`config.mk`:
```
export PLATFORM = sky130hd
export DESIGN_NAME = gibs_cell
export DESIGN_NICKNAME = d
export VERILOG_FILES = /design/src/hdl/gibs_pkg.sv /design/src/hdl/gibs_cell.sv
export SDC_FILE = /design/constraint.sdc
export NUM_CORES = 2
export LEC_CHECK = 0
export ABC_AREA = 1
export ABC_CLOCK_PERIOD_IN_PS = 17000
export BUFFER_PORTS_ARGS = -buffer_cell sky130_fd_sc_hd__buf_4
export CAP_MARGIN = 25
export CORE_ASPECT_RATIO = 1.2
export CORE_UTILIZATION = 65
export DETAILED_ROUTE_END_ITERATION = 7
export PLACE_DENSITY = 0.85
export SLEW_MARGIN = 20
export SYNTH_ARGS = -nofsm -noshare
export SYNTH_HDL_FRONTEND = slang
export SYNTH_SLANG_ARGS = --single-unit
export TNS_END_PERCENT = 20
```
`constraint.sdc`:
```
create_clock -name clk -period 17 [get_ports clk]
set_input_delay 0.85 -clock clk [delete_from_list [all_inputs] [get_ports clk]]
set_output_delay 0.85 -clock clk [all_outputs]
set_load 0.01 [all_outputs]
```
`src/hdl/gibs_pkg.sv`:
```
// Shared types and constants for the greedy IoU box suppression block.
// Used by gibs_cell and greedy_iou_box_suppression; depends on nothing.
package gibs_pkg;

  // Box as held in the chain: edges, far edges and area
  typedef struct packed {
    logic signed [15:0] left;
    logic signed [15:0] top;
    logic signed [16:0] right;
    logic signed [16:0] bottom;
    logic        [29:0] area;
  } box_t;

  // Store request broadcast to every cell
  typedef struct packed {
    logic en;
    box_t box;
  } write_t;

  // Reset value of the threshold: 0.45 in Q0.16
  localparam logic [15:0] IOU_THRESHOLD_RESET = 16'd29491;

endpackage

```
`src/hdl/gibs_cell.sv`:
```
// One compare cell of the suppression chain: holds one kept box, tests the
// passing box against it and ORs its verdict into the suppress chain.
// Depends on gibs_pkg.
module gibs_cell #(
  parameter int INDEX = 0,
  parameter int KCW   = 7
) (
  input  logic              clk,
  input  logic              rst,
  input  gibs_pkg::box_t    box_in,
  input  logic              box_valid_in,
  output gibs_pkg::box_t    box_out,
  output logic              box_valid_out,
  input  logic              sup_in,
  output logic              sup_out,
  output logic              sup_valid_out,
  input  logic [KCW-1:0]    count,
  input  logic [15:0]       threshold,
  input  gibs_pkg::write_t  wr
);

  gibs_pkg::box_t entry;

  logic signed [16:0] min_right;
  logic signed [16:0] min_bottom;
  logic signed [15:0] max_left;
  logic signed [15:0] max_top;
  logic signed [17:0] diff_w;
  logic signed [17:0] diff_h;
  logic        [14:0] iw_next;
  logic        [14:0] ih_next;

  logic        v1, v2, v3, v4;
  logic        act1, act2, act3, act4;
  logic [14:0] iw1, ih1;
  logic [30:0] sum1, sum2;
  logic [29:0] inter2, inter3, inter4;
  logic [30:0] uni3;
  logic [46:0] prod4;
  logic        hit;

  // Store the kept box when this cell is the next free slot
  always_ff @(posedge clk) begin
    if (wr.en && count == KCW'(INDEX)) begin
      entry <= wr.box;
    end
  end

  // Overlap extent on each axis, clipped at zero
  always_comb begin
    min_right  = (box_in.right < entry.right) ? box_in.right : entry.right;
    min_bottom = (box_in.bottom < entry.bottom) ? box_in.bottom : entry.bottom;
    max_left   = (box_in.left > entry.left) ? box_in.left : entry.left;
    max_top    = (box_in.top > entry.top) ? box_in.top : entry.top;
    diff_w     = {min_right[16], min_right} - {{2{max_left[15]}}, max_left};
    diff_h     = {min_bottom[16], min_bottom} - {{2{max_top[15]}}, max_top};
    iw_next    = (diff_w > 18'sd0) ? diff_w[14:0] : 15'd0;
    ih_next    = (diff_h > 18'sd0) ? diff_h[14:0] : 15'd0;
  end

  // Suppress when intersection * 2^16 exceeds threshold * union
  assign hit = act4 && ({1'b0, inter4, 16'b0} > prod4);

  // Control: pass the box on, advance the stage valids
  always_ff @(posedge clk) begin
    if (rst) begin
      box_valid_out <= 1'b0;
      v1            <= 1'b0;
      v2            <= 1'b0;
      v3            <= 1'b0;
      v4            <= 1'b0;
      sup_valid_out <= 1'b0;
    end else begin
      box_valid_out <= box_valid_in;
      v1            <= box_valid_in;
      v2            <= v1;
      v3            <= v2;
      v4            <= v3;
      sup_valid_out <= v4;
    end
  end

  // Datapath: overlap, intersection, union, scaled union, verdict
  always_ff @(posedge clk) begin
    box_out <= box_in;
    act1    <= (KCW'(INDEX) < count);
    iw1     <= iw_next;
    ih1     <= ih_next;
    sum1    <= {1'b0, box_in.area} + {1'b0, entry.area};
    act2    <= act1;
    inter2  <= iw1 * ih1;
    sum2    <= sum1;
    act3    <= act2;
    inter3  <= inter2;
    uni3    <= sum2 - {1'b0, inter2};
    act4    <= act3;
    inter4  <= inter3;
    prod4   <= threshold * uni3;
    sup_out <= sup_in | hit;
  end

endmodule

```
==> impl_metrics.yaml <==
run_status:
  status: "completed"
detailed_routing:
  vias: 36000
  viasPerCell: 5.49
  route.detailed.drc: 0
  drtAntennaViolNets: 0
  avgRoutedWirePerCell_um: 17.9
  wl_um: 118000
  first_pass_iters: 7
  drt_iter0_drc: 1928
grt:
  grt_start_max_net_pins: 65
  grt_pass1_wl_um: 189000
  grt_pass1_vias: 38100
  grt_usage_pct: 35.4
  grt_antenna_before_repair: 0
  grt_overflow: 0
sta:
  rsz0062_at_grt: "no"
  drv_slew: 0
  hold_viol_final: 0
  period_needed_ns: 6.75
  worst_pin_slew_ns: 1.06
  setup_viol: 0
  maxSlewHeadroom_pct: 29.2
  min_period_over_period_pct: 39.7
  clock_skew_ns: 0.0642
  final.setup.tns_ns: 0
  max_freq_ghz: 0.148
final_layout:
  layout-drive-gt1-share_pct: 8.00
  syn2layout_area_growth_pct: 10.8
  nets: 6818
critical_path:
  crit_type: "flip-flop to flip-flop"
  r2r_setup_slack_ns: 10.25
  end_kind: "flip-flop"
  cp-startpoint: "uni3[7]$_DFF_P_"
  worstPathArrival_ns: 7.25
  worstPathMaxFanout: 16
  rr_endpoint: "prod4[41]$_DFF_P_"
  reg2reg_from: "uni3[7]$_DFF_P_"
  rr_worst_depth: 20
  crit_required_ns: 17.50
  crit_path_start_kind: "flip-flop"
  cp-endpoint: "prod4[41]$_DFF_P_"
cts:
  htreeDepth: 2
  cts.path.max_buffers: 3
  cts_tree: "yes"
  clk_pin_slew_worst_paths_ns: 0.07
  ctsResizeCount: 0
  cts-root-buf: "clkbuf_16"
  insertion_delay_ns: 0.62
  hold_buffers: 0
  cts_buffers: 47
  clock-sinks: 462
  postCtsSetupBuffers: 0
synth:
  synth_top_flop_cell: "dfxtp_1"
  synth.area.top_cells: "fa_1 26%, dfxtp_1 17%, nand2_1 12%, ha_1 11%, inv_1 11%"
  ys_seq_area_share_pct: 23.4
  async_flop_share_pct: 0
  netlist-cell-type-count: 51
  netlist_area_mm2: 0.0436
  synth-edff-count: 96
  syn_nets: 6602
  syn_avg_cell_area_um2: 8.07
  synthCells: 5406
  synth.largest_area_cell: "fa_1"
  ys_ff_latch: 462
  ys.warnings.count: 0
  synth_top_area_share_pct: 26.4
flow_run:
  maxCapViolCount: 0
placement:
  post-dp-hpwl_um: 95800
  io_buffers: 318
  place.gp.congestion: 1.06
floorplanning:
  die_w_um: 239
  ios: 319
  dieArea_mm2: 0.0682
  num_rows: 103
  coreArea_mm2: 0.0661
  initial_utilization_pct: 66.0
  die_h_um: 286
hold_path:
  hp-class: "flip-flop to flip-flop"
-- synth_stat cells (2+ instances only) --
library cell and number:
a21oi_2 5, fa_1 575, nor2_1 250, a21oi_1 242
o2111ai_1 2, o31a_1 2, clkbuf_1 143, buf_2 2
inv_2 4, xnor2_1 44, nand2_1 1428, o21ai_1 3
o21ai_2 3, nand3_1 110, buf_4 5, nand4_1 43
a21o_1 12, nor4_1 14, buf_6 2, inv_1 1287
o211ai_1 13, nand2_2 14, nor3_2 3, o21ai_0 129
edfxtp_1 96, o21bai_1 7, o21a_1 11, nand2_4 2
nor2_2 10, ha_1 401, xor2_1 86, a21boi_0 3
a211oi_1 5, a31oi_1 8, nand3b_1 12, nor3_1 45
dfxtp_1 366, and3_1 2, o31ai_1 3, nand3_2 3
-- layer usage --
metal | wire length (um) | track usage (%)
met2 | 61600 | 65.9
met3 | 7120 | 5.79
met5 | 0 | 0
met4 | 9940 | 25.9
met1 | 38900 | 35.2
-- kinds of logic (layout without fill, tap and decap cells) --
group | after synthesis | count (layout) | share of synthesized area (%)
other | 0 | 1 | 0
flip-flops | 462 | 462 | 23.4
buffers and inverters | 1445 | 1699 | 12.6
AO/OA/AOI/OAI | 454 | 454 | 5.69
adder cells (fa/ha/maj) | 976 | 976 | 37.9
AND/OR/NAND/NOR | 1939 | 1939 | 17.9
XOR/XNOR | 130 | 130 | 2.61
-- stage by stage --
| step | instance area [um^2] | util (%) | hold WS [ns] | worst slack (ns) | std cells |
|---|---|---|---|---|---|
| after floorplan | 43600 | - | 0.310 | 11.25 | 5406 |
| after global placement | 46500 | 70.4 | 0.310 | 10.23 | 6465 |
| after detailed placement | 46500 | 70.4 | 0.312 | 10.26 | 6465 |
| after CTS | 48300 | 73.1 | 0.264 | 10.52 | 6552 |
| after global routing | 48300 | 73.1 | 0.277 | 10.12 | 6552 |
| final | 48300 | 73.1 | 0.268 | 10.25 | 6553 |
-- worst max-delay path: stages, from the launching register on --
cell,delay (ns)
dfxtp_1,0.88
nand2_1,0.18
fa_1,0.56
inv_1,0.06
fa_1,0.51
inv_1,0.06
fa_1,0.54
inv_1,0.05
fa_1,0.39
fa_1,0.52
inv_1,0.05
fa_1,0.48
inv_1,0.04
ha_1,0.41
nand2_1,0.16
nor2_1,0.42
inv_1,0.23
nor3_1,0.55
nand4_1,0.19
nand3_1,0.18
xor2_1,0.16
-- final cells by class --
cell class              count  area, um^2
diodes                      1        2.50
clock buffers              63        1440
clock inverters            24         347
fillers                  4999       17800
inverters                1291        4850
multi-input cells        3499       28000
flip-flops and latches    462       10200
well taps                 892        1120
repair buffers            321        2410
-- registers in the layout, indices dropped and copies added, names as in the netlist, 15 cells and up --
name	count
uni3	31
box_out	96
iw1	15
sum1	31
sum2	31
inter4	30
prod4	47
inter3	30
entry	96
ih1	15
inter2	30
-- how the worst min path moves through the flow --
stage / slack (ns) / end / start / depth (start not counted)
5_1_grt: 0.28 / inter4[16]$_DFF_P_ / inter3[16]$_DFF_P_ / 0
3_3_place_gp: 0.31 / inter4[8]$_DFF_P_ / inter3[8]$_DFF_P_ / 0
3_5_place_dp: 0.31 / inter4[24]$_DFF_P_ / inter3[24]$_DFF_P_ / 0
6_report: 0.27 / inter4[23]$_DFF_P_ / inter3[23]$_DFF_P_ / 0
4_1_cts: 0.26 / inter4[23]$_DFF_P_ / inter3[23]$_DFF_P_ / 0
2_1_floorplan: 0.31 / act2$_DFF_P_ / act1$_DFF_P_ / 0
-- cells in the final DEF, fill, tap and decap left out, types with 6 or more instances in the layout --
| cell type | count |
|---|---|
| a21o_1 | 12 |
| a21oi_1 | 242 |
| a31oi_1 | 8 |
| buf_4 | 321 |
| bufinv_16 | 6 |
| clkbuf_16 | 53 |
| clkbuf_8 | 8 |
| clkinv_2 | 6 |
| dfxtp_1 | 366 |
| edfxtp_1 | 96 |
| fa_1 | 575 |
| ha_1 | 401 |
| inv_1 | 1287 |
| nand2_1 | 1428 |
| nand2_2 | 14 |
| nand3_1 | 110 |
| nand3b_1 | 12 |
| nand4_1 | 43 |
| nor2_1 | 249 |
| nor2_2 | 10 |
| nor3_1 | 45 |
| nor4_1 | 14 |
| o211ai_1 | 13 |
| o21a_1 | 11 |
| o21ai_0 | 129 |
| o21bai_1 | 7 |
| xnor2_1 | 44 |
| xor2_1 | 86 |
Power is not shown: default switching activity piles up to over one toggle a cycle in this logic, so the estimate is an artifact.
